## src/hdl/assert_macros.svh

```systemverilog
// Assertion macros for the RTL files that check their own behavior (the top level).
`ifndef ASSERT_MACROS_SVH
`define ASSERT_MACROS_SVH

// Same-cycle implication, checked while out of reset.
`define ASSERT_IMPLIES(label, clk, rst_n, ante, cons) \
    label: assert property (@(posedge clk) disable iff (!rst_n) (ante) |-> (cons)) \
        else $error("implication check failed");

// Next-cycle implication, checked while out of reset.
`define ASSERT_NEXT(label, clk, rst_n, ante, cons) \
    label: assert property (@(posedge clk) disable iff (!rst_n) (ante) |=> (cons)) \
        else $error("next-cycle check failed");

`endif

```

## src/hdl/clr_pkg.sv

```systemverilog
// Shared constants for the clipped line rasterizer.
package clr_pkg;

    localparam int COORD_BITS_DEFAULT = 10;

    // Configuration register indexes
    localparam int CFG_INDEX_BITS = 3;
    localparam logic [CFG_INDEX_BITS-1:0] REG_SCREEN_WIDTH  = 3'd0;
    localparam logic [CFG_INDEX_BITS-1:0] REG_SCREEN_HEIGHT = 3'd1;
    localparam logic [CFG_INDEX_BITS-1:0] REG_CLIP_ENABLE   = 3'd2;
    localparam logic [CFG_INDEX_BITS-1:0] REG_CLIP_LEFT     = 3'd3;
    localparam logic [CFG_INDEX_BITS-1:0] REG_CLIP_RIGHT    = 3'd4;
    localparam logic [CFG_INDEX_BITS-1:0] REG_CLIP_TOP      = 3'd5;
    localparam logic [CFG_INDEX_BITS-1:0] REG_CLIP_BOTTOM   = 3'd6;

    // Reset values of the screen size
    localparam int SCREEN_WIDTH_RESET  = 128;
    localparam int SCREEN_HEIGHT_RESET = 64;

    // Input word modes
    localparam logic MODE_LOAD = 1'b0;
    localparam logic MODE_STEP = 1'b1;

endpackage

```

## src/hdl/clr_if.sv

```systemverilog
// Channel interfaces: line commands in, pixels out, configuration writes.
interface clr_in_if
    import clr_pkg::*;
#(
    parameter int COORD_BITS = COORD_BITS_DEFAULT
);
    logic                  valid;
    logic                  ready;
    logic                  mode;
    logic [COORD_BITS-1:0] x_start;
    logic [COORD_BITS-1:0] y_start;
    logic [COORD_BITS-1:0] x_end;
    logic [COORD_BITS-1:0] y_end;
    logic                  white;

    modport source (output valid, mode, x_start, y_start, x_end, y_end, white, input ready);
    modport sink   (input valid, mode, x_start, y_start, x_end, y_end, white, output ready);
endinterface

interface clr_out_if
    import clr_pkg::*;
#(
    parameter int COORD_BITS = COORD_BITS_DEFAULT
);
    logic                  valid;
    logic                  ready;
    logic [COORD_BITS-1:0] pixel_x;
    logic [COORD_BITS-1:0] pixel_y;
    logic                  visible;
    logic                  color_white;
    logic                  last;

    modport source (output valid, pixel_x, pixel_y, visible, color_white, last, input ready);
    modport sink   (input valid, pixel_x, pixel_y, visible, color_white, last, output ready);
endinterface

interface clr_cfg_if
    import clr_pkg::*;
#(
    parameter int COORD_BITS = COORD_BITS_DEFAULT
);
    logic                      valid;
    logic                      ready;
    logic [CFG_INDEX_BITS-1:0] index;
    logic [COORD_BITS:0]       data;

    modport source (output valid, index, data, input ready);
    modport sink   (input valid, index, data, output ready);
endinterface

```

## src/hdl/clr_skid.sv

```systemverilog
// Output register plus skid stage; the input waits only while the skid is full.
module clr_skid
    import clr_pkg::*;
#(
    parameter int WIDTH = 2 * COORD_BITS_DEFAULT + 3
)
(
    input  logic             clk,
    input  logic             rst_n,
    input  logic             push,
    input  logic [WIDTH-1:0] push_data,
    output logic             can_push,
    output logic             out_valid,
    input  logic             out_ready,
    output logic [WIDTH-1:0] out_data
);

    logic             out_valid_reg;
    logic             skid_valid_reg;
    logic [WIDTH-1:0] out_data_reg;
    logic [WIDTH-1:0] skid_data_reg;

    // Control: refill the output from skid first, park a word when stalled
    always_ff @(posedge clk or negedge rst_n)
    begin
        if (!rst_n)
        begin
            out_valid_reg  <= 1'b0;
            skid_valid_reg <= 1'b0;
        end
        else if (!out_valid_reg || out_ready)
        begin
            out_valid_reg  <= skid_valid_reg || push;
            skid_valid_reg <= 1'b0;
        end
        else if (push)
        begin
            skid_valid_reg <= 1'b1;
        end
    end

    // Payload
    always_ff @(posedge clk)
    begin
        if (!out_valid_reg || out_ready)
        begin
            out_data_reg <= skid_valid_reg ? skid_data_reg : push_data;
        end
        else if (push)
        begin
            skid_data_reg <= push_data;
        end
    end

    assign can_push  = !skid_valid_reg;
    assign out_valid = out_valid_reg;
    assign out_data  = out_data_reg;

endmodule

```

## src/hdl/clr_core.sv

```systemverilog
// Line state, configuration registers and the combinational Bresenham step.
module clr_core
    import clr_pkg::*;
#(
    parameter int COORD_BITS = COORD_BITS_DEFAULT
)
(
    input  logic                  clk,
    input  logic                  rst_n,
    clr_cfg_if.sink               cfg,
    clr_in_if.sink                pix_in,
    input  logic                  can_push,
    output logic                  res_valid,
    output logic [COORD_BITS-1:0] res_x,
    output logic [COORD_BITS-1:0] res_y,
    output logic                  res_visible,
    output logic                  res_white,
    output logic                  res_last
);

    localparam int ERR_BITS = COORD_BITS + 3;
    localparam int DBL_BITS = COORD_BITS + 4;

    // Configuration registers
    logic [COORD_BITS:0]   screen_width_reg;
    logic [COORD_BITS:0]   screen_height_reg;
    logic                  clip_enable_reg;
    logic [COORD_BITS-1:0] clip_left_reg;
    logic [COORD_BITS-1:0] clip_right_reg;
    logic [COORD_BITS-1:0] clip_top_reg;
    logic [COORD_BITS-1:0] clip_bottom_reg;

    // Line state
    logic [COORD_BITS-1:0] cur_x_reg, cur_x_next;
    logic [COORD_BITS-1:0] cur_y_reg, cur_y_next;
    logic [COORD_BITS-1:0] goal_x_reg, goal_x_next;
    logic [COORD_BITS-1:0] goal_y_reg, goal_y_next;
    logic [COORD_BITS-1:0] span_x_reg, span_x_next;
    logic [COORD_BITS-1:0] span_y_reg, span_y_next;
    logic [ERR_BITS-1:0]   error_term_reg, error_term_next;
    logic                  step_left_reg, step_left_next;
    logic                  step_up_reg, step_up_next;
    logic                  line_active_reg, line_active_next;
    logic                  line_white_reg, line_white_next;

    logic                  accept;
    logic                  is_load;
    logic                  emit;
    logic                  at_end;
    logic                  move_x;
    logic                  move_y;
    logic signed [DBL_BITS-1:0] doubled;
    logic signed [DBL_BITS-1:0] span_x_ext;
    logic signed [DBL_BITS-1:0] span_y_ext;
    logic                  in_screen;
    logic                  in_clip;

    assign cfg.ready    = 1'b1;
    assign pix_in.ready = can_push;
    assign accept       = pix_in.valid && can_push;
    assign is_load      = (pix_in.mode == MODE_LOAD);
    assign emit         = accept && (is_load || line_active_reg);

    // Write configuration registers; unknown indexes fall through
    always_ff @(posedge clk or negedge rst_n)
    begin
        if (!rst_n)
        begin
            screen_width_reg  <= (COORD_BITS+1)'(SCREEN_WIDTH_RESET);
            screen_height_reg <= (COORD_BITS+1)'(SCREEN_HEIGHT_RESET);
            clip_enable_reg   <= 1'b0;
            clip_left_reg     <= '0;
            clip_right_reg    <= '1;
            clip_top_reg      <= '0;
            clip_bottom_reg   <= '1;
        end
        else if (cfg.valid)
        begin
            unique case (cfg.index)
                REG_SCREEN_WIDTH:  screen_width_reg  <= cfg.data;
                REG_SCREEN_HEIGHT: screen_height_reg <= cfg.data;
                REG_CLIP_ENABLE:   clip_enable_reg   <= cfg.data[0];
                REG_CLIP_LEFT:     clip_left_reg     <= cfg.data[COORD_BITS-1:0];
                REG_CLIP_RIGHT:    clip_right_reg    <= cfg.data[COORD_BITS-1:0];
                REG_CLIP_TOP:      clip_top_reg      <= cfg.data[COORD_BITS-1:0];
                REG_CLIP_BOTTOM:   clip_bottom_reg   <= cfg.data[COORD_BITS-1:0];
                default:           ;
            endcase
        end
    end

    // Bresenham decisions from the current error term
    assign doubled    = {error_term_reg, 1'b0};
    assign span_x_ext = $signed({4'b0, span_x_reg});
    assign span_y_ext = $signed({4'b0, span_y_reg});
    assign move_x     = doubled > -span_y_ext;
    assign move_y     = doubled < span_x_ext;

    // Next line state: load sets up the line, step advances one pixel
    always_comb
    begin
        cur_x_next       = cur_x_reg;
        cur_y_next       = cur_y_reg;
        goal_x_next      = goal_x_reg;
        goal_y_next      = goal_y_reg;
        span_x_next      = span_x_reg;
        span_y_next      = span_y_reg;
        error_term_next  = error_term_reg;
        step_left_next   = step_left_reg;
        step_up_next     = step_up_reg;
        line_white_next  = line_white_reg;
        if (is_load)
        begin
            step_left_next  = !(pix_in.x_start < pix_in.x_end);
            step_up_next    = !(pix_in.y_start < pix_in.y_end);
            span_x_next     = step_left_next ? pix_in.x_start - pix_in.x_end
                                             : pix_in.x_end - pix_in.x_start;
            span_y_next     = step_up_next ? pix_in.y_start - pix_in.y_end
                                           : pix_in.y_end - pix_in.y_start;
            error_term_next = {3'b0, span_x_next} - {3'b0, span_y_next};
            cur_x_next      = pix_in.x_start;
            cur_y_next      = pix_in.y_start;
            goal_x_next     = pix_in.x_end;
            goal_y_next     = pix_in.y_end;
            line_white_next = pix_in.white;
        end
        else
        begin
            error_term_next = error_term_reg
                              - (move_x ? {3'b0, span_y_reg} : ERR_BITS'(0))
                              + (move_y ? {3'b0, span_x_reg} : ERR_BITS'(0));
            if (move_x)
            begin
                cur_x_next = step_left_reg ? cur_x_reg - 1'b1 : cur_x_reg + 1'b1;
            end
            if (move_y)
            begin
                cur_y_next = step_up_reg ? cur_y_reg - 1'b1 : cur_y_reg + 1'b1;
            end
        end
    end

    assign at_end           = (cur_x_next == goal_x_next) && (cur_y_next == goal_y_next);
    assign line_active_next = !at_end;

    // Hold line state; update only when a pixel goes out
    always_ff @(posedge clk or negedge rst_n)
    begin
        if (!rst_n)
        begin
            cur_x_reg       <= '0;
            cur_y_reg       <= '0;
            goal_x_reg      <= '0;
            goal_y_reg      <= '0;
            span_x_reg      <= '0;
            span_y_reg      <= '0;
            error_term_reg  <= '0;
            step_left_reg   <= 1'b0;
            step_up_reg     <= 1'b0;
            line_active_reg <= 1'b0;
            line_white_reg  <= 1'b0;
        end
        else if (emit)
        begin
            cur_x_reg       <= cur_x_next;
            cur_y_reg       <= cur_y_next;
            goal_x_reg      <= goal_x_next;
            goal_y_reg      <= goal_y_next;
            span_x_reg      <= span_x_next;
            span_y_reg      <= span_y_next;
            error_term_reg  <= error_term_next;
            step_left_reg   <= step_left_next;
            step_up_reg     <= step_up_next;
            line_active_reg <= line_active_next;
            line_white_reg  <= line_white_next;
        end
    end

    // Qualify the pixel against screen and clip rectangle
    assign in_screen = ({1'b0, cur_x_next} < screen_width_reg)
                    && ({1'b0, cur_y_next} < screen_height_reg);
    assign in_clip   = (cur_x_next >= clip_left_reg) && (cur_x_next <= clip_right_reg)
                    && (cur_y_next >= clip_top_reg) && (cur_y_next <= clip_bottom_reg);

    assign res_valid   = emit;
    assign res_x       = cur_x_next;
    assign res_y       = cur_y_next;
    assign res_visible = in_screen && (!clip_enable_reg || in_clip);
    assign res_white   = line_white_next;
    assign res_last    = at_end;

endmodule

```

## src/hdl/clipped_line_rasterizer.sv

```systemverilog
// Top level of the clipped line rasterizer.
//
//  channel   dir  word                                         accepted when
//  pix_in    in   mode, x_start, y_start, x_end, y_end, white  valid && ready
//  pix_out   out  pixel_x, pixel_y, visible, color_white, last valid && ready
//  cfg       in   index, data                                  valid && ready (always ready)
//
// One input word per clock while pix_in.ready is high: a load or step is resolved
// in the accepting cycle and its pixel is registered, in the skid slot if stalled.
// A step with no line in progress produces no pixel.
// The output register plus one skid slot keep pix_in.ready registered;
// pix_in stalls only when both hold a pixel. Reset clears all line state.
module clipped_line_rasterizer
    import clr_pkg::*;
#(
    parameter int COORD_BITS = COORD_BITS_DEFAULT
)
(
    input  logic      clk,
    input  logic      rst_n,
    clr_in_if.sink    pix_in,
    clr_out_if.source pix_out,
    clr_cfg_if.sink   cfg
);

`include "assert_macros.svh"

    localparam int PIX_BITS = 2 * COORD_BITS + 3;

    logic                  can_push;
    logic                  res_valid;
    logic [COORD_BITS-1:0] res_x;
    logic [COORD_BITS-1:0] res_y;
    logic                  res_visible;
    logic                  res_white;
    logic                  res_last;
    logic [PIX_BITS-1:0]   out_word;

    clr_core #(
        .COORD_BITS (COORD_BITS)
    ) u_core (
        .clk         (clk),
        .rst_n       (rst_n),
        .cfg         (cfg),
        .pix_in      (pix_in),
        .can_push    (can_push),
        .res_valid   (res_valid),
        .res_x       (res_x),
        .res_y       (res_y),
        .res_visible (res_visible),
        .res_white   (res_white),
        .res_last    (res_last)
    );

    clr_skid #(
        .WIDTH (PIX_BITS)
    ) u_skid (
        .clk       (clk),
        .rst_n     (rst_n),
        .push      (res_valid),
        .push_data ({res_x, res_y, res_visible, res_white, res_last}),
        .can_push  (can_push),
        .out_valid (pix_out.valid),
        .out_ready (pix_out.ready),
        .out_data  (out_word)
    );

    // Unpack the output word
    assign pix_out.pixel_x     = out_word[PIX_BITS-1 -: COORD_BITS];
    assign pix_out.pixel_y     = out_word[COORD_BITS+2 -: COORD_BITS];
    assign pix_out.visible     = out_word[2];
    assign pix_out.color_white = out_word[1];
    assign pix_out.last        = out_word[0];

    // A stalled input means a pixel is waiting at the output
    `ASSERT_IMPLIES(a_stall_has_pixel, clk, rst_n, !pix_in.ready, pix_out.valid)
    // Every accepted load produces a pixel
    `ASSERT_IMPLIES(a_load_emits, clk, rst_n,
        pix_in.valid && pix_in.ready && pix_in.mode == MODE_LOAD, res_valid)
    // A pixel pushed into an empty output shows up next cycle
    `ASSERT_NEXT(a_push_shows, clk, rst_n, res_valid && !pix_out.valid, pix_out.valid)

endmodule
```

## src/flat_wrapper.sv

```systemverilog
// flat-port wrapper written by rule: the top's interface ports become plain ports
module clipped_line_rasterizer_flat import clr_pkg::*;
#(
    parameter int COORD_BITS = COORD_BITS_DEFAULT
)
  (clk, rst_n, pix_in_valid, pix_in_mode, pix_in_x_start, pix_in_y_start, pix_in_x_end, pix_in_y_end, pix_in_white, pix_in_ready, pix_out_valid, pix_out_pixel_x, pix_out_pixel_y, pix_out_visible, pix_out_color_white, pix_out_last, pix_out_ready, cfg_valid, cfg_index, cfg_data, cfg_ready);
  clr_in_if #(.COORD_BITS(COORD_BITS)) pix_in_i ();
  clr_out_if #(.COORD_BITS(COORD_BITS)) pix_out_i ();
  clr_cfg_if #(.COORD_BITS(COORD_BITS)) cfg_i ();
  input  logic clk;
  input  logic rst_n;
  input wire logic [$bits(pix_in_i.valid)-1:0] pix_in_valid;
  input wire logic [$bits(pix_in_i.mode)-1:0] pix_in_mode;
  input wire logic [$bits(pix_in_i.x_start)-1:0] pix_in_x_start;
  input wire logic [$bits(pix_in_i.y_start)-1:0] pix_in_y_start;
  input wire logic [$bits(pix_in_i.x_end)-1:0] pix_in_x_end;
  input wire logic [$bits(pix_in_i.y_end)-1:0] pix_in_y_end;
  input wire logic [$bits(pix_in_i.white)-1:0] pix_in_white;
  output wire logic [$bits(pix_in_i.ready)-1:0] pix_in_ready;
  output wire logic [$bits(pix_out_i.valid)-1:0] pix_out_valid;
  output wire logic [$bits(pix_out_i.pixel_x)-1:0] pix_out_pixel_x;
  output wire logic [$bits(pix_out_i.pixel_y)-1:0] pix_out_pixel_y;
  output wire logic [$bits(pix_out_i.visible)-1:0] pix_out_visible;
  output wire logic [$bits(pix_out_i.color_white)-1:0] pix_out_color_white;
  output wire logic [$bits(pix_out_i.last)-1:0] pix_out_last;
  input wire logic [$bits(pix_out_i.ready)-1:0] pix_out_ready;
  input wire logic [$bits(cfg_i.valid)-1:0] cfg_valid;
  input wire logic [$bits(cfg_i.index)-1:0] cfg_index;
  input wire logic [$bits(cfg_i.data)-1:0] cfg_data;
  output wire logic [$bits(cfg_i.ready)-1:0] cfg_ready;
  assign pix_in_i.valid = pix_in_valid;
  assign pix_in_i.mode = pix_in_mode;
  assign pix_in_i.x_start = pix_in_x_start;
  assign pix_in_i.y_start = pix_in_y_start;
  assign pix_in_i.x_end = pix_in_x_end;
  assign pix_in_i.y_end = pix_in_y_end;
  assign pix_in_i.white = pix_in_white;
  assign pix_in_ready = pix_in_i.ready;
  assign pix_out_valid = pix_out_i.valid;
  assign pix_out_pixel_x = pix_out_i.pixel_x;
  assign pix_out_pixel_y = pix_out_i.pixel_y;
  assign pix_out_visible = pix_out_i.visible;
  assign pix_out_color_white = pix_out_i.color_white;
  assign pix_out_last = pix_out_i.last;
  assign pix_out_i.ready = pix_out_ready;
  assign cfg_i.valid = cfg_valid;
  assign cfg_i.index = cfg_index;
  assign cfg_i.data = cfg_data;
  assign cfg_ready = cfg_i.ready;
  clipped_line_rasterizer #(.COORD_BITS(COORD_BITS)) u_core (.clk(clk), .rst_n(rst_n), .pix_in(pix_in_i), .pix_out(pix_out_i), .cfg(cfg_i));
endmodule
```

## config.mk

```make
export PLATFORM = sky130hd
export DESIGN_NAME = clipped_line_rasterizer_flat
export DESIGN_NICKNAME = d
export VERILOG_FILES = /design/src/hdl/clr_pkg.sv /design/src/hdl/clr_if.sv /design/src/hdl/clr_skid.sv /design/src/hdl/clr_core.sv /design/src/hdl/clipped_line_rasterizer.sv /design/src/flat_wrapper.sv
export VERILOG_INCLUDE_DIRS = /design/src /design/src/hdl
export SDC_FILE = /design/constraint.sdc
export NUM_CORES = 1
export LEC_CHECK = 0
export ABC_AREA = 1
export BUFFER_PORTS_ARGS = -buffer_cell sky130_fd_sc_hd__buf_2
export CAP_MARGIN = 10
export CORE_MARGIN = 2
export CORE_UTILIZATION = 46
export DETAILED_ROUTE_END_ITERATION = 8
export GPL_ROUTABILITY_DRIVEN = 0
export GPL_TIMING_DRIVEN = 0
export PLACE_DENSITY = 0.6
export SLEW_MARGIN = 20
export SYNTH_ARGS = -nofsm -noshare
export SYNTH_HDL_FRONTEND = slang
export SYNTH_SLANG_ARGS = --single-unit
```

## constraint.sdc

```tcl
create_clock -name clk -period 8.3 [get_ports clk]
set_input_delay 0.83 -clock clk [delete_from_list [all_inputs] [get_ports clk]]
set_output_delay 0.83 -clock clk [all_outputs]
set_load 0.01 [all_outputs]
```

==> results.md <==
- Async set-or-reset flop fraction in the synthesized netlist: 75.5%
- Nets@finish: 2214
- Initial drt markers: 686
- TritonCTS Sinks: 188
- Clock-pin slew on the worst setup and hold paths: 0.08 ns
- Synth area leader: dfrtp_1
- Mapped Avg Cell Area: 7.61 sq um
- Via density: 5.22
- Synth Area in XOR/XNOR: 3.13%
- Main combinational cell family by area after synthesis: simple AND/OR/NAND/NOR gates
- Adder-Cell Fraction of Synth Area: 16.3%
- Clock Skew: 0.0209 ns
- Most frequent CP cell: nor2_1
- Max Slew Vio Count: 0
- Max clock buf depth: 2
- Fillers: 3026
- Hold Slack: 0.345 ns
- Simple-Gate Fraction of Synth Area: 21.7%
- N_diodes: 0
- Setup bufs post-CTS: 0
- # rows: 64
- Worst-margin pin slew: 0.716 ns
- Leak pwr: 0.00814 uW
- Critical path arrival: 6.54 ns
- CP endpoint kind: register
- Vias in the first global route: 12100
- Distinct cells, synth: 53
- CTS H-tree lvls: 4
- CP top delay family: simple AND/OR/NAND/NOR gates
- CP max-delay cell: o31ai_1
- Slew HR: 52.3%
- RSZ-0062 raised after global routing: false
- CTS tree: built
- Maxcap violations: 0
- Core area: 30600 sq um
- Cell area after synthesis: 14300 sq um
- Crit path kind: reg2reg
- Global Route Usage Sum: 25.1%
- Register bit count reported by yosys: 188
- Die Area: 32400 sq um
- Clock Latency Late Sink: 0.47 ns
- Outcome: completed
- Post-cts resize count: 0
- Largest net degree at the start of global routing: 86
- Layout area overhead: 11.0%
- First-pass GRT wire length: 64300 um
- Residual DRC: 0
- Num CTS Buffers: 17
- Initial antenna violation count: 1
- Die Y: 180 um
- Hold_buf cts: 0
- Main flop type after synthesis: dfrtp_1
- Fin Setup TNS: 0 ns
- Sequential share of the synthesized area: 34.8%
- Critical-path maximum fanout: 10
- Final Cycle Share: 75.0%
- Fmax: 161 MHz
- Final Hold Fails: 0
- Post-synth top cells: nand2_1, inv_1, o21ai_0
- Max incr delay on CP: 0.57 ns
- Overflow left after global routing: 0
- HPWL Detailed: 31700 um
- Worst min path class: in2async
- Compound-Gate Fraction of Synth Area: 14.0%
- Number of synthesized flops with an enable pin: 46
- Mux contribution to synthesized area: 0.0702%
- Final setup vio count: 0
- Power per cell area: 351 nW/um^2
- Wire per inst: 16.7 um
- Clock Tree Root: clkbuf_16
- Routed wire length: 39900 um
- Period minus WS final: 6.22 ns
- Synth area leaders: dfrtp_1, ha_1, nand2_1
- Starting Density: 46.6%
- Mapped Nets: 2110
- Antenna-violating nets left: 0
- Crit-path cells: nor3_1 > nand3_1 > nor3_1 > nand3_1 > nor2_1 > ha_1 > nand2_1 > nor2_2 > nand2_2 > nor2_1 > nor2_2 > nand3_2 > nand3_4 > buf_8 > clkbuf_1 > nor2_1 > fa_1 > fa_1 > o31ai_1 > a31oi_1 > o21ai_0 > a21oi_1 > o21ai_0 > a22oi_1
- I/O pins: 87
- Layout cells sized above 1: 10.5%
- Die W: 180 um
- Most frequent cell after synthesis: nand2_1
- Post-synth top area share: 21.1%
- TritonRoute pass-1 iters: 5
- Vias post-DR: 12500
- Max IR drop VDD: 0.168 mV
- Synth Warn #: 0
- WP buf/inv: 2
- Startpoint Class: register
- CP Data Required Time: 8.61 ns
- Buffers on Ports: 84
- Syn Inst Count: 1874
[placed cells by master, fill, tap and decap left out, drive strengths merged, types with 6 or more instances in the layout]
| cell | netlist | routed |
|---|---|---|
| nor2 | 86 | 86 |
| clkbuf | 44 | 63 |
| buf | 12 | 97 |
| inv | 311 | 318 |
| fa | 17 | 17 |
| edfxtp | 46 | 46 |
| xnor2 | 12 | 12 |
| a211oi | 6 | 6 |
| ha | 158 | 158 |
| dfstp | 22 | 22 |
| nor3 | 7 | 7 |
| or2 | 23 | 23 |
| clkinv | 1 | 6 |
| o31ai | 6 | 6 |
| nand2 | 484 | 484 |
| a31oi | 14 | 14 |
| a21oi | 91 | 91 |
| nand4 | 24 | 24 |
| o21ai | 219 | 219 |
| nand3 | 91 | 91 |
| dfrtp | 120 | 120 |
| xor2 | 39 | 39 |
[worst register-to-register path, delay by kind of cell (launching register included)]
family,cells,cell delay [ns]
AO/OA/AOI/OAI,6,1.40
AND/OR/NAND/NOR,13,2.29
adder cells (fa/ha/maj),3,1.32
buffers and inverters,2,0.60
flip-flops,1,0.45
[per-stage QoR]
step / std cells / total power (uW) / area, sq um / setup slack [ns] / utilization, %
final: 2387 / 5550 / 15800 / 2.08 / 51.8
after global placement: 2354 / 4610 / 15200 / 2.10 / 49.6
after global routing: 2387 / 6130 / 15800 / 1.60 / 51.8
after floorplan: 1874 / 3830 / 14300 / 3.36 / -
after detailed placement: 2355 / 4690 / 15200 / 2.09 / 49.8
after CTS: 2387 / 5570 / 15800 / 2.08 / 51.8
[path summary, 6_finish.rpt]
| path | startpoint | endpoint | slack [ns] | cells after the start |
|---|---|---|---|---|
| setup / recovery | u_core.u_core.span_y_reg[1] | u_core.u_core.error_term_reg[10] | 2.08 | 24 |
| hold / removal | rst_n | u_core.u_core.span_x_reg[3] | 0.34 | 1 |
| setup reg to reg | u_core.u_core.span_y_reg[1] | u_core.u_core.error_term_reg[10] | 2.08 | 24 |
| hold reg to reg | u_core.u_core.goal_y_reg[8] | u_core.u_core.goal_y_reg[8] | 0.48 | 2 |
| max in group asynchronous | rst_n | u_core.u_core.clip_bottom_reg[4] | 7.11 | 2 |
| min in group clk | u_core.u_core.goal_y_reg[8] | u_core.u_core.goal_y_reg[8] | 0.48 | 2 |
[logic make-up after synthesis]
logic type / count (synthesis)
compound gates: 367
xor+xnor: 51
fa+ha+maj: 175
buf+inv: 368
flops: 188
mux: 1
other cells: 1
simple gates: 723
[power by group]
group	total (uW)	internal (uW)	switching, uW	leakage, uW
clock network	856	429	426	0.000297
logic	3210	1190	2020	0.00569
registers	1490	1270	218	0.00215
total	5550	2890	2670	0.00814
[routing by layer]
layer | global-route usage [%] | wire length [um] | vias up | share of wire, %
li1 | - | - | 6299 | -
met2 | 45.3 | 20300 | 218 | 51
met1 | 31.1 | 17400 | 5882 | 44
met3 | 3.25 | 1150 | 52 | 2.9
met5 | 0 | 14 | - | 0.035
met4 | 8.23 | 1060 | 2 | 2.7
[cell type report]
class	instances	area, sq um	share of cell area [%]
Buffer	56	248	1.56
Clock buffer	19	464	2.93
Tap cell	396	495	3.13
Clock inverter	13	145	0.917
Inverter	312	1170	7.40
Multi-Input combinational cell	1318	7890	49.8
Timing Repair Buffer	85	458	2.89
Sequential cell	188	4960	31.3
(Power assumes the default switching activity.)
